===== src/hw/rtl/jpsi_pkg.sv =====
`timescale 1ns / 1ps
// Package for the interpolated joint PD servo: sizes, payload structs,
// datapath command and status structs, saturation helpers. No dependencies.
package jpsi_pkg;

   localparam int JOINTS     = 32;
   localparam int JOINT_AW   = (JOINTS > 1) ? $clog2(JOINTS) : 1;
   localparam int INVP_W     = 16;
   localparam int STEPS_W    = 11;
   localparam int CSR_DATA_W = 16;
   localparam int CSR_IDX_W  = 1;
   localparam int DIV_BITS   = 33;
   localparam int DIV_CNT_W  = $clog2(DIV_BITS + 1);
   localparam int MUL_A_W    = 33;
   localparam int MUL_B_W    = 16;
   localparam int PROD_W     = MUL_A_W + MUL_B_W;
   localparam int ACC_W      = PROD_W + 1;
   localparam int HIST_W     = 64;

   localparam logic [INVP_W-1:0]  INVP_RESET  = INVP_W'(200);
   localparam logic [STEPS_W-1:0] STEPS_RESET = STEPS_W'(1);

   typedef enum logic [CSR_IDX_W-1:0] {
      CSR_INVERSE_PERIOD = 1'b0,
      CSR_INTERP_STEPS   = 1'b1
   } csr_index_type;

   typedef enum logic [2:0] {
      OP_GAP = 3'd0,
      OP_DQ  = 3'd1,
      OP_DR  = 3'd2,
      OP_PE  = 3'd3,
      OP_DE  = 3'd4
   } op_sel_type;

   typedef enum logic [2:0] {
      GS_IP   = 3'd0,
      GS_P_LO = 3'd1,
      GS_P_HI = 3'd2,
      GS_D_LO = 3'd3,
      GS_D_HI = 3'd4
   } gain_sel_type;

   typedef struct packed {
      logic [4:0]         joint_index;
      logic               last_joint;
      logic               new_reference;
      logic signed [31:0] measured_angle;
      logic signed [31:0] target_angle;
      logic signed [31:0] reference_torque;
      logic               torque_mode;
      logic [30:0]        p_gain;
      logic [30:0]        d_gain;
      logic [30:0]        torque_limit;
   } req_type;

   typedef struct packed {
      logic [4:0]         out_joint;
      logic signed [31:0] drive_torque;
      logic               clamped;
   } rsp_type;

   typedef struct packed {
      logic         load;
      logic         hist_load;
      logic         op_load;
      op_sel_type   op_sel;
      logic         div_start;
      logic         div_step;
      logic         ref_load;
      logic         mul;
      gain_sel_type gain_sel;
      logic         dq_load;
      logic         dr_load;
      logic         acc_set;
      logic         acc_add;
      logic         pterm_load;
      logic         dterm_load;
      logic         sum_load;
      logic         out_load;
   } dp_cmd_type;

   typedef struct packed {
      logic div_last;
   } dp_status_type;

   // magnitude with sign -> saturated signed 32 bit
   function automatic logic signed [31:0] sat_mag(input logic [ACC_W-1:0] mag,
                                                  input logic neg);
      logic signed [31:0] res;
      if (!neg) begin
         res = (mag > ACC_W'(64'h7FFF_FFFF)) ? 32'sh7FFF_FFFF : $signed(mag[31:0]);
      end else begin
         res = (mag >= ACC_W'(64'h8000_0000)) ? $signed(32'h8000_0000)
                                               : -$signed(mag[31:0]);
      end
      return res;
   endfunction

   function automatic logic signed [31:0] sat_wide(input logic signed [33:0] v);
      logic signed [31:0] res;
      if (v > 34'sh0_7FFF_FFFF) begin
         res = 32'sh7FFF_FFFF;
      end else if (v < -34'sh0_8000_0000) begin
         res = $signed(32'h8000_0000);
      end else begin
         res = v[31:0];
      end
      return res;
   endfunction

endpackage


===== src/hw/rtl/jpsi_ram.sv =====
`timescale 1ns / 1ps
// Generic single-write, single-read RAM with registered read data.
// No dependencies.
module jpsi_ram #(
   parameter int WIDTH = 64,
   parameter int DEPTH = 32
) (
   input  logic                                      clock,
   input  logic                                      wr_en,
   input  logic [((DEPTH > 1) ? $clog2(DEPTH) : 1)-1:0] wr_addr,
   input  logic [WIDTH-1:0]                          wr_data,
   input  logic                                      rd_en,
   input  logic [((DEPTH > 1) ? $clog2(DEPTH) : 1)-1:0] rd_addr,
   output logic [WIDTH-1:0]                          rd_data
);

   logic [WIDTH-1:0] mem_ff [DEPTH];
   logic [WIDTH-1:0] rd_data_ff;

   always_ff @(posedge clock) begin
      if (wr_en) begin
         mem_ff[wr_addr] <= wr_data;
      end
      if (rd_en) begin
         rd_data_ff <= mem_ff[rd_addr];
      end
   end

   assign rd_data = rd_data_ff;

endmodule


===== src/hw/rtl/jpsi_ctrl.sv =====
`timescale 1ns / 1ps
// Sequencer for the joint servo: steps the datapath through fetch, divide,
// multiply and output phases. Depends on jpsi_pkg.
module jpsi_ctrl (
   input  logic                   clock,
   input  logic                   reset,
   input  logic                   req_valid,
   output logic                   req_ready,
   output logic                   rsp_valid,
   input  logic                   rsp_ready,
   output jpsi_pkg::dp_cmd_type    cmd,
   input  jpsi_pkg::dp_status_type status
);
   import jpsi_pkg::*;

   typedef enum logic [16:0] {
      S_IDLE     = 17'h00001,
      S_FETCH    = 17'h00002,
      S_GAP      = 17'h00004,
      S_DIVSTART = 17'h00008,
      S_DIV      = 17'h00010,
      S_REF      = 17'h00020,
      S_MDQ      = 17'h00040,
      S_MDR      = 17'h00080,
      S_MPL      = 17'h00100,
      S_MPH      = 17'h00200,
      S_PACC     = 17'h00400,
      S_MDL      = 17'h00800,
      S_MDH      = 17'h01000,
      S_DACC     = 17'h02000,
      S_TERM     = 17'h04000,
      S_SUM      = 17'h08000,
      S_OUT      = 17'h10000
   } state_type;

   state_type state_ff, state_in;
   logic      rsp_valid_ff, rsp_valid_in;
   logic      out_free;

   assign req_ready = (state_ff == S_IDLE);
   assign rsp_valid = rsp_valid_ff;
   assign out_free  = !rsp_valid_ff || rsp_ready;

   always_comb begin
      cmd      = '0;
      state_in = state_ff;
      case (state_ff)
         S_IDLE: begin
            if (req_valid) begin
               cmd.load = 1'b1;
               state_in = S_FETCH;
            end
         end
         S_FETCH: begin
            cmd.hist_load = 1'b1;
            state_in      = S_GAP;
         end
         S_GAP: begin
            cmd.op_load = 1'b1;
            cmd.op_sel  = OP_GAP;
            state_in    = S_DIVSTART;
         end
         S_DIVSTART: begin
            cmd.div_start = 1'b1;
            state_in      = S_DIV;
         end
         S_DIV: begin
            cmd.div_step = 1'b1;
            if (status.div_last) begin
               state_in = S_REF;
            end
         end
         S_REF: begin
            cmd.ref_load = 1'b1;
            cmd.op_load  = 1'b1;
            cmd.op_sel   = OP_DQ;
            state_in     = S_MDQ;
         end
         S_MDQ: begin
            cmd.mul      = 1'b1;
            cmd.gain_sel = GS_IP;
            cmd.op_load  = 1'b1;
            cmd.op_sel   = OP_DR;
            state_in     = S_MDR;
         end
         S_MDR: begin
            cmd.mul      = 1'b1;
            cmd.gain_sel = GS_IP;
            cmd.dq_load  = 1'b1;
            cmd.op_load  = 1'b1;
            cmd.op_sel   = OP_PE;
            state_in     = S_MPL;
         end
         S_MPL: begin
            cmd.mul      = 1'b1;
            cmd.gain_sel = GS_P_LO;
            cmd.dr_load  = 1'b1;
            state_in     = S_MPH;
         end
         S_MPH: begin
            cmd.mul      = 1'b1;
            cmd.gain_sel = GS_P_HI;
            cmd.acc_set  = 1'b1;
            state_in     = S_PACC;
         end
         S_PACC: begin
            cmd.acc_add = 1'b1;
            cmd.op_load = 1'b1;
            cmd.op_sel  = OP_DE;
            state_in    = S_MDL;
         end
         S_MDL: begin
            cmd.mul        = 1'b1;
            cmd.gain_sel   = GS_D_LO;
            cmd.pterm_load = 1'b1;
            state_in       = S_MDH;
         end
         S_MDH: begin
            cmd.mul      = 1'b1;
            cmd.gain_sel = GS_D_HI;
            cmd.acc_set  = 1'b1;
            state_in     = S_DACC;
         end
         S_DACC: begin
            cmd.acc_add = 1'b1;
            state_in    = S_TERM;
         end
         S_TERM: begin
            cmd.dterm_load = 1'b1;
            state_in       = S_SUM;
         end
         S_SUM: begin
            cmd.sum_load = 1'b1;
            state_in     = S_OUT;
         end
         S_OUT: begin
            if (out_free) begin
               cmd.out_load = 1'b1;
               state_in     = S_IDLE;
            end
         end
         default: begin
            state_in = S_IDLE;
         end
      endcase
   end

   always_comb begin
      rsp_valid_in = rsp_valid_ff;
      if (cmd.out_load) begin
         rsp_valid_in = 1'b1;
      end else if (rsp_ready) begin
         rsp_valid_in = 1'b0;
      end
   end

   always_ff @(posedge clock) begin
      if (reset) begin
         state_ff     <= S_IDLE;
         rsp_valid_ff <= 1'b0;
      end else begin
         state_ff     <= state_in;
         rsp_valid_ff <= rsp_valid_in;
      end
   end

endmodule


===== src/hw/rtl/jpsi_dp.sv =====
`timescale 1ns / 1ps
// Servo datapath: config registers, joint history RAM, serial divider,
// shared 33x16 multiplier, saturation and torque clamp. Depends on jpsi_pkg, jpsi_ram.
module jpsi_dp (
   input  logic                              clock,
   input  logic                              reset,
   input  logic                              csr_wr_en,
   input  logic [jpsi_pkg::CSR_IDX_W-1:0]    csr_index,
   input  logic [jpsi_pkg::CSR_DATA_W-1:0]   csr_wdata,
   input  jpsi_pkg::req_type                 req_payload,
   output jpsi_pkg::rsp_type                 rsp_payload,
   input  jpsi_pkg::dp_cmd_type              cmd,
   output jpsi_pkg::dp_status_type           status
);
   import jpsi_pkg::*;

   logic [INVP_W-1:0]      invp_ff;
   logic [STEPS_W-1:0]     interp_ff;
   logic [STEPS_W-1:0]     steps_left_ff, steps_left_in;
   logic [JOINTS-1:0]      seen_ff;
   req_type                in_ff;
   rsp_type                rsp_ff;
   logic signed [31:0]     qold_ff, rold_ff, r_ff, dq_ff, dr_ff;
   logic signed [31:0]     pterm_ff, dterm_ff, tau_ff;
   logic [MUL_A_W-1:0]     op_mag_ff, op_mag_in;
   logic                   op_neg_ff;
   logic [DIV_BITS-1:0]    div_quo_ff;
   logic [STEPS_W-1:0]     div_rem_ff;
   logic [DIV_CNT_W-1:0]   div_cnt_ff;
   logic [PROD_W-1:0]      prod_ff, prod_in;
   logic                   prod_neg_ff;
   logic [ACC_W-1:0]       acc_ff;
   logic                   acc_neg_ff;

   logic                   in_range;
   logic [JOINT_AW-1:0]    j_addr;
   logic [HIST_W-1:0]      ram_rdata;
   logic                   hist_hit;
   logic signed [32:0]     diff_w;
   logic [STEPS_W:0]       div_trial_w, div_sub_w;
   logic                   div_ge_w;
   logic [DIV_BITS-1:0]    quot_w;
   logic signed [33:0]     squot_w, ref_sum_w;
   logic [MUL_B_W-1:0]     mul_b_w;
   logic signed [31:0]     lim_w, nlim_w;
   logic                   clip_hi_w, clip_lo_w;

   assign in_range = (32'(in_ff.joint_index) < 32'(JOINTS));
   assign j_addr   = JOINT_AW'(in_ff.joint_index);
   assign hist_hit = in_range && seen_ff[j_addr];

   jpsi_ram #(
      .WIDTH (HIST_W),
      .DEPTH (JOINTS)
   ) u_hist (
      .clock   (clock),
      .wr_en   (cmd.out_load && in_range),
      .wr_addr (j_addr),
      .wr_data ({r_ff, in_ff.measured_angle}),
      .rd_en   (cmd.load),
      .rd_addr (JOINT_AW'(req_payload.joint_index)),
      .rd_data (ram_rdata)
   );

   // configuration
   always_ff @(posedge clock) begin
      if (reset) begin
         invp_ff   <= INVP_RESET;
         interp_ff <= STEPS_RESET;
      end else if (csr_wr_en) begin
         case (csr_index_type'(csr_index))
            CSR_INVERSE_PERIOD: invp_ff   <= csr_wdata[INVP_W-1:0];
            CSR_INTERP_STEPS:   interp_ff <= csr_wdata[STEPS_W-1:0];
            default: ;
         endcase
      end
   end

   // shared step counter and first-sample flags
   always_comb begin
      steps_left_in = steps_left_ff;
      if (cmd.load && req_payload.new_reference && (req_payload.joint_index == '0)) begin
         steps_left_in = interp_ff;
      end else if (cmd.out_load && in_ff.last_joint && (steps_left_ff != '0)) begin
         steps_left_in = steps_left_ff - STEPS_W'(1);
      end
   end

   always_ff @(posedge clock) begin
      if (reset) begin
         steps_left_ff <= STEPS_RESET;
         seen_ff       <= '0;
      end else begin
         steps_left_ff <= steps_left_in;
         if (cmd.out_load && in_range) begin
            seen_ff[j_addr] <= 1'b1;
         end
      end
   end

   // operand difference and magnitude
   always_comb begin
      case (cmd.op_sel)
         OP_GAP:  diff_w = 33'(in_ff.target_angle) - 33'(rold_ff);
         OP_DQ:   diff_w = 33'(in_ff.measured_angle) - 33'(qold_ff);
         OP_DR:   diff_w = 33'(r_ff) - 33'(rold_ff);
         OP_PE:   diff_w = 33'(r_ff) - 33'(in_ff.measured_angle);
         OP_DE:   diff_w = 33'(dr_ff) - 33'(dq_ff);
         default: diff_w = '0;
      endcase
      op_mag_in = diff_w[32] ? $unsigned(-diff_w) : $unsigned(diff_w);
   end

   // restoring divider, one quotient bit per cycle
   assign div_trial_w     = {div_rem_ff, div_quo_ff[DIV_BITS-1]};
   assign div_ge_w        = (div_trial_w >= {1'b0, steps_left_ff});
   assign div_sub_w       = div_trial_w - {1'b0, steps_left_ff};
   assign status.div_last = (div_cnt_ff == DIV_CNT_W'(1));

   assign quot_w    = (steps_left_ff == '0) ? '0 : div_quo_ff;
   assign squot_w   = op_neg_ff ? -$signed({1'b0, quot_w}) : $signed({1'b0, quot_w});
   assign ref_sum_w = 34'(rold_ff) + squot_w;

   always_comb begin
      case (cmd.gain_sel)
         GS_IP:   mul_b_w = invp_ff;
         GS_P_LO: mul_b_w = in_ff.p_gain[15:0];
         GS_P_HI: mul_b_w = {1'b0, in_ff.p_gain[30:16]};
         GS_D_LO: mul_b_w = in_ff.d_gain[15:0];
         GS_D_HI: mul_b_w = {1'b0, in_ff.d_gain[30:16]};
         default: mul_b_w = '0;
      endcase
      prod_in = PROD_W'(op_mag_ff) * PROD_W'(mul_b_w);
   end

   assign lim_w     = $signed({1'b0, in_ff.torque_limit});
   assign nlim_w    = -lim_w;
   assign clip_hi_w = (tau_ff > lim_w);
   assign clip_lo_w = (tau_ff < nlim_w);

   always_ff @(posedge clock) begin
      if (cmd.load) begin
         in_ff <= req_payload;
      end
      if (cmd.hist_load) begin
         qold_ff <= hist_hit ? $signed(ram_rdata[31:0])  : in_ff.measured_angle;
         rold_ff <= hist_hit ? $signed(ram_rdata[63:32]) : in_ff.measured_angle;
      end
      if (cmd.op_load) begin
         op_mag_ff <= op_mag_in;
         op_neg_ff <= diff_w[32];
      end
      if (cmd.div_start) begin
         div_quo_ff <= op_mag_ff;
         div_rem_ff <= '0;
         div_cnt_ff <= DIV_CNT_W'(DIV_BITS);
      end else if (cmd.div_step) begin
         div_quo_ff <= {div_quo_ff[DIV_BITS-2:0], div_ge_w};
         div_rem_ff <= div_ge_w ? div_sub_w[STEPS_W-1:0] : div_trial_w[STEPS_W-1:0];
         div_cnt_ff <= div_cnt_ff - DIV_CNT_W'(1);
      end
      if (cmd.ref_load) begin
         r_ff <= sat_wide(ref_sum_w);
      end
      if (cmd.mul) begin
         prod_ff     <= prod_in;
         prod_neg_ff <= op_neg_ff;
      end
      if (cmd.dq_load) begin
         dq_ff <= sat_mag(ACC_W'(prod_ff), prod_neg_ff);
      end
      if (cmd.dr_load) begin
         dr_ff <= sat_mag(ACC_W'(prod_ff), prod_neg_ff);
      end
      if (cmd.acc_set) begin
         acc_ff     <= ACC_W'(prod_ff >> 16);
         acc_neg_ff <= prod_neg_ff;
      end else if (cmd.acc_add) begin
         acc_ff <= acc_ff + ACC_W'(prod_ff);
      end
      if (cmd.pterm_load) begin
         pterm_ff <= sat_mag(acc_ff, acc_neg_ff);
      end
      if (cmd.dterm_load) begin
         dterm_ff <= sat_mag(acc_ff, acc_neg_ff);
      end
      if (cmd.sum_load) begin
         tau_ff <= in_ff.torque_mode ? in_ff.reference_torque
                                     : sat_wide(34'(pterm_ff) + 34'(dterm_ff));
      end
      if (cmd.out_load) begin
         rsp_ff.out_joint    <= in_ff.joint_index;
         rsp_ff.drive_torque <= clip_hi_w ? lim_w : (clip_lo_w ? nlim_w : tau_ff);
         rsp_ff.clamped      <= clip_hi_w || clip_lo_w;
      end
   end

   assign rsp_payload = rsp_ff;

endmodule


===== src/hw/rtl/joint_pd_servo_interpolated.sv =====
`timescale 1ns / 1ps
// Multi-joint PD servo with linear reference interpolation and torque clamp.
// One transaction at a time: a new request is taken only in idle, after the previous result
// has been loaded into the output register, which waits while a response is pending; the pace
// is set by the serial interpolation divider and the six passes through the shared 33x16 multiplier.
// Reset: synchronous, clears step counter to one, first-sample flags, config to defaults.
module joint_pd_servo_interpolated (
   input  logic                            clock,
   input  logic                            reset,
   input  logic                            req_valid,
   output logic                            req_ready,
   input  jpsi_pkg::req_type               req_payload,
   output logic                            rsp_valid,
   input  logic                            rsp_ready,
   output jpsi_pkg::rsp_type               rsp_payload,
   input  logic                            csr_wr_en,
   input  logic [jpsi_pkg::CSR_IDX_W-1:0]  csr_index,
   input  logic [jpsi_pkg::CSR_DATA_W-1:0] csr_wdata
);
   import jpsi_pkg::*;

   dp_cmd_type    cmd;
   dp_status_type status;

   jpsi_ctrl u_ctrl (
      .clock     (clock),
      .reset     (reset),
      .req_valid (req_valid),
      .req_ready (req_ready),
      .rsp_valid (rsp_valid),
      .rsp_ready (rsp_ready),
      .cmd       (cmd),
      .status    (status)
   );

   jpsi_dp u_dp (
      .clock       (clock),
      .reset       (reset),
      .csr_wr_en   (csr_wr_en),
      .csr_index   (csr_index),
      .csr_wdata   (csr_wdata),
      .req_payload (req_payload),
      .rsp_payload (rsp_payload),
      .cmd         (cmd),
      .status      (status)
   );

endmodule


===== config.mk =====
export PLATFORM = sky130hd
export DESIGN_NAME = joint_pd_servo_interpolated
export DESIGN_NICKNAME = d
export VERILOG_FILES = /design/src/hw/rtl/jpsi_pkg.sv /design/src/hw/rtl/jpsi_ram.sv /design/src/hw/rtl/jpsi_ctrl.sv /design/src/hw/rtl/jpsi_dp.sv /design/src/hw/rtl/joint_pd_servo_interpolated.sv
export SDC_FILE = /design/constraint.sdc
export NUM_CORES = 2
export LEC_CHECK = 0
export BUFFER_PORTS_ARGS = -buffer_cell sky130_fd_sc_hd__buf_2
export CORE_UTILIZATION = 40
export CTS_BUF_LIST = sky130_fd_sc_hd__clkbuf_8
export DETAILED_ROUTE_END_ITERATION = 10
export GPL_ROUTABILITY_DRIVEN = 0
export RECOVER_POWER = 25
export REMOVE_ABC_BUFFERS = 1
export SLEW_MARGIN = 20
export SYNTH_ARGS = -nofsm -noshare
export SYNTH_HDL_FRONTEND = slang
export SYNTH_SLANG_ARGS = --single-unit

===== constraint.sdc =====
create_clock -name clock -period 14.59 [get_ports clock]
set_input_delay 2.918 -clock clock [delete_from_list [all_inputs] [get_ports clock]]
set_output_delay 2.918 -clock clock [all_outputs]
set_load 0.05 [all_outputs]

; ---- Word level (Yosys, flattened, before mapping)
; Memory sizes are Yosys's and may differ from the RTL's. A register that Yosys moved wholly into a read port is not among the register bits.
; Cells that the tools add are included.
[op_classes]
n_lt_le_gt_ge = 13
reduce_logical = 23
mux = 55
n_addsub = 16
eq_ne = 29
multipliers = 1
bitwise_logic = 2
[ops]
columns = op, n
row1 = $mux 32, 14
row2 = $pmux 17 s17, 1
row3 = $mux 33, 5
row4 = $pmux 33 s5, 1
row5 = $sub 32x32->33, 5
row6 = $pmux 16 s5, 1
row7 = $gt 34x32->1 const B, 2
row8 = $lt 34x32->1 const B, 2
row9 = $neg 32->32, 2
row10 = $mux 17, 3
row11 = $add 50x49->50, 1
row12 = $ge 50x32->1 const B, 1
row13 = $gt 50x31->1 const B, 1
row14 = $ge 49x32->1 const B, 1
row15 = $gt 49x31->1 const B, 1
row16 = $mul 33x16->49, 1
row17 = $pmux 4 s5, 2
row18 = $add 32x34->34, 1
row19 = $mux 34, 1
row20 = $neg 33->34, 1
row21 = $add 32x32->33, 1
row22 = $mux 11, 3
row23 = $neg 33->33, 1
row24 = $gt 32x32->1, 1
row25 = other kinds (48), 86
[word_totals]
memories = 1
register_bits = 763
in_bits = 219
elab_cells = 178
out_inout_bits = 40
ram_bits = 2048
[memory_table]
columns = name, depth, word_bits, read_ports, rd_clocked_by_memory_dff, wr, line
row1 = u_dp.u_hist.mem_ff, 32, 64, 1, 1, 1, jpsi_ram.sv:17  ; logic [WIDTH-1:0] mem_ff [DEPTH];

; ---- Longest topological paths before layout
[depth]
word_depth = 8
ltp_mapped = 41
depth_no_buf = 37

; ---- Hierarchy
; Synthesis repeated with hierarchy kept, for this count alone.
[unflattened]
cells_unflattened = 9778
hier_area_um2 = 144225.8
[modules_own_cells]
columns = module, area_each_um2, seq_area_each_um2, instances, cells_per_inst
row1 = jpsi_ram, 79605.1, 63420.8, 1, 3096
row2 = jpsi_dp, 63473.4, 21330.5, 1, 6542
row3 = jpsi_ctrl, 1147.4, 360.3, 1, 140

; ---- Worst setup path before layout
; OpenSTA, ideal clock, no wires.
[synth_timing]
kind = input to register
from = input req_valid
to = register u_dp.steps_left_ff[9]
setup_slack_ns = 3.811
n_path_buf = 0
stages = 6
setup_time_ns = 0.128
required_ns = 14.462
arrival_time_ns = 10.652
path_cell_list = and2_1 -> nand2_1 -> nand3_1 -> o21ai_0 -> a21oi_1 -> nor2_1
[synth_via]
elab_chain_len = 5
word_cells_on_any_way = 6
cone_classes = mux: 3 / reduce/logical: 3
[synth_lines]
columns = element, line
row1 = "start, declared", joint_pd_servo_interpolated.sv:10  ; input logic req_valid,
row2 = $mux 1 (*), jpsi_ctrl.sv:49  ; if (req_valid) begin
row3 = $mux 1 (*), jpsi_ctrl.sv:47  ; case (state_ff)
row4 = $logic_and 1x1->1 (*) (2 in a row), jpsi_dp.sv:82  ; if (cmd.load && req_payload.new_reference && (req_payload.joint_index == '0)) begin
row5 = $mux 11 or $reduce_bool 2->1 (tied branches), n/a
row6 = "end signal, assigned", jpsi_dp.sv:94  ; steps_left_ff <= steps_left_in;
row7 = "end, declared", jpsi_dp.sv:19  ; logic [STEPS_W-1:0] steps_left_ff, steps_left_in;
; Mark *: on every way between the ends. The rest lies on a longest branch, timed or not.
; A chain may end at the register's enable or synchronous reset.

; ---- Final worst setup path
[layout_timing]
from = register u_ctrl.state_ff[4]
to = register u_dp.prod_ff[45] (data pin)
[layout_via]
elab_chain_len = 6
word_cells_on_any_way = 15
cone_classes = mul: 1 / eq/ne: 10 / mux: 2 / reduce/logical: 2
[layout_lines]
columns = element, line
row1 = "start, declared", jpsi_ctrl.sv:36  ; state_type state_ff, state_in;
row2 = "start signal, assigned", jpsi_ctrl.sv:162  ; state_ff <= state_in;
row3 = $eq 17x7->1 or $eq 17x8->1 (tied branches), jpsi_ctrl.sv:47
row4 = $reduce_or 2->1 (no source line), n/a
row5 = $pmux 4 s5 (*), jpsi_ctrl.sv:47
row6 = $eq 3x3->1 (tied with other cells), jpsi_dp.sv:125  ; case (cmd.gain_sel)
row7 = $pmux 16 s5 (*), jpsi_dp.sv:125
row8 = $mul 33x16->49 (*), jpsi_dp.sv:133  ; prod_in = PROD_W'(op_mag_ff) * PROD_W'(mul_b_w);
row9 = named net u_dp.prod_in[45], jpsi_dp.sv:30  ; logic [PROD_W-1:0] prod_ff, prod_in;
row10 = "end signal, assigned", jpsi_dp.sv:166  ; prod_ff <= prod_in;
row11 = "end, declared", jpsi_dp.sv:30
; Mark *: on every way through the listed nets, which the timed path passes. The rest lies on a longest branch.

==> results.toml <==
[pwr]
p_sw_w = 0.005327
leakage_nw = 56.49
power_density_nw_per_um2 = 120.2
internal_power_w = 0.01377
p_comb_share_pct = 16.6
switching_share_pct = 27.89
clock_power_share_pct = 34.2
p_seq_share_pct = 49.3
ir_drop_uv = 94.66

[placement]
dp_cells = 14350
io_buffers = 258
hpwl_mm = 256.0

[synthesis]
yosys_register_bits = 2875
ys_warn_count = 0
yosys.area.top_type = "edfxtp_1"
avgSynthCellArea_um2 = 14.91
synthArstFlopShare_pct = 0
synth.area.top_cells = "edfxtp_1 (58%), mux4_2 (10%), fa_1 (6.2%), ha_1 (3.9%), nand2_1 (2.1%)"
ys.flop_type = "edfxtp_1"
synth-edff-count = 2753
synth_common_cells = "edfxtp_1 (2753), nand2_1 (805), inv_1 (715)"
post-synth-top-count-cell = "edfxtp_1"
ys_types = 89
synth_top_area_share_pct = 57.94
netlist_instances = 9569
syn_area_um2 = 142700
ys_seq_area_share_pct = 59.66

[grt]
grt_max_degree = 116
grt_antenna_before_repair = 6
grt.overflow.total = 0
track_usage_pct = 22.61
grt_pass1_wl_mm = 596.7
grt_pass1_vias = 88820

[cts]
clk_path_buf_depth = 4
clk_latency_ps = 1200
cts.clk_slew.worst_paths_ps = 60
cts_hold_buf = 0
clock-sinks = 2875
post-cts-setup-buffers = 0
numCtsBuffers = 459
cts_resized = 0
cts_tree = "built"
cts_root_buf = "clkbuf_8"
htreeDepth = 5

[routing]
via_per_inst = 5.704
firstDrtPassIters = 7
drtIter0Drc = 8876
wl_mm = 411.2
wire_per_inst_um = 27.02
ant_nets = 0
post-route-drc-count = 0
vias = 86800

[cells_and_area]
finalNonFillerCells = 15220
layout.nets = 11200
drive_gt1_share_pct = 18.49
multi_input_area_um2 = 53680
area_delta_synth_final_pct = 11.37
regArea_um2 = 85110
fillers = 30990

[sta]
setup_tns_ps = 0
fin_skew_ps = 172.6
holdWs_ps = 458.6
hold_viol_final = 0
finalCritPeriodShare_pct = 75.84
rsz0062_at_grt = "no"
worst_pin_slew_ps = 2174
slew_headroom_pct = -44.96
setup_viol = 0
drv_slew = 1224
fin_crit_ps = 11070
fmax_mhz = 90.37

[worst_setup_path]
crit_path_max_fanout = 64
end_kind = "flip-flop"
cpPeakStageDelay_ps = 610
required_ps = 15430
cp_common_cell = "fa_1"
ff2ff_path_depth = 35
crit_arrival_ps = 11900
slowest_stage = "nor4_1"
setup.worst_path.class = "flip-flop to flip-flop"
startpoint_type = "flip-flop"

[min_path]
min-delay-path-class = "flip-flop to flip-flop"
hold_depth = 2

[status]
violations = "max-capacitance violations, max-slew violations"
status = "finished with violations"

[die]
rows = 218
io_pins = 259
core-area_um2 = 353800
die_h_um = 599.2
dieWidth_um = 599.2
start_util_pct = 40.33
dieArea_um2 = 359100

[flow_run]
drv_cap = 33
[final timing paths]
check / start / end / slack (ps)
max reg2reg: u_ctrl.state_ff[4] / u_dp.prod_ff[45] / 3520
min: u_dp.invp_ff[4] / u_dp.invp_ff[4] / 460
max: u_ctrl.state_ff[4] / u_dp.prod_ff[45] / 3520
min reg2reg: u_dp.invp_ff[4] / u_dp.invp_ff[4] / 460
[cells by family after synthesis]
kind of cell,share of synthesized area [%]
xor+xnor,1.879
mux,12.11
flops,59.66
compound gates,6.044
buf+inv,2.966
simple gates,7.237
fa+ha+maj,10.11
[metrics by stage]
stage	setup slack [ps]	area, um2	power [W]	util (%)
3_3_place_gp	3501	150400	0.01268	42.51
4_1_cts	3208	158900	0.01925	44.93
5_1_grt	2622	158900	0.01987	44.91
2_1_floorplan	1161	141100	0.01162	-
6_report	3524	158900	0.01910	44.91
3_5_place_dp	3234	150400	0.01272	42.51
[layout by cell type (no fill, tap or decap), types with 318 or more instances in the layout]
cell type | synthesis | routed
edfxtp_1 | 2753 | 2753
inv_1 | 715 | 858
nand2_1 | 805 | 803
mux4_2 | 648 | 648
clkbuf_8 | 0 | 472
ha_1 | 445 | 445
fa_1 | 440 | 440
nor2_1 | 418 | 382
a21oi_1 | 372 | 371
o21ai_0 | 319 | 318
[layer usage]
| metal | vias to the layer above | routed length [um] | track usage (%) | part of all wire [%] |
|---|---|---|---|---|
| li1 | 37270 | - | - | - |
| met1 | 45080 | 166400 | 29.84 | 40 |
| met2 | 3721 | 201700 | 38.36 | 49 |
| met3 | 732 | 27690 | 2.961 | 6.7 |
| met4 | 2 | 15390 | 7.974 | 3.7 |
| met5 | - | 13 | 0 | 0.0032 |
[cell type report]
class / count / area share (%)
antenna: 6 / 0.009449
clock buffer: 472 / 4.088
clock inverter: 372 / 1.299
inverter: 716 / 1.691
multi-input combinational: 5568 / 33.78
sequential: 2875 / 53.56
tap: 4730 / 3.725
timing repair buffer: 478 / 1.839
[registers in the layout, summed over array words and instances, names as in the netlist, 17 cells and up]
signal	count
u_ctrl.state_ff	17
u_dp.acc_ff	50
u_dp.div_quo_ff	33
u_dp.dq_ff	32
u_dp.dr_ff	32
u_dp.dterm_ff	32
u_dp.in_ff	191
u_dp.op_mag_ff	33
u_dp.prod_ff	49
u_dp.pterm_ff	32
u_dp.qold_ff	32
u_dp.r_ff	32
u_dp.rold_ff	32
u_dp.rsp_payload	38
u_dp.seen_ff	32
u_dp.tau_ff	32
u_dp.u_hist.mem_ff	2048
u_dp.u_hist.rd_data	64
[power by group through the flow]
stage	registers (W)	clock network [W]	logic, W
2_1_floorplan	0.00960	0	0.00202
3_3_place_gp	0.00957	0	0.00311
3_5_place_dp	0.00957	0	0.00315
4_1_cts	0.00940	0.00667	0.00318
5_1_grt	0.00941	0.00698	0.00348
6_report	0.00941	0.00652	0.00316
[critical path, delay by kind of cell (launching register included)]
kind | cells | cell delay, ps
compound gates | 12 | 3270
fa+ha+maj | 7 | 3090
simple gates | 10 | 2850
buf+inv | 5 | 1030
flops | 1 | 360
xor+xnor | 1 | 160
(Power assumes the default switching activity.)
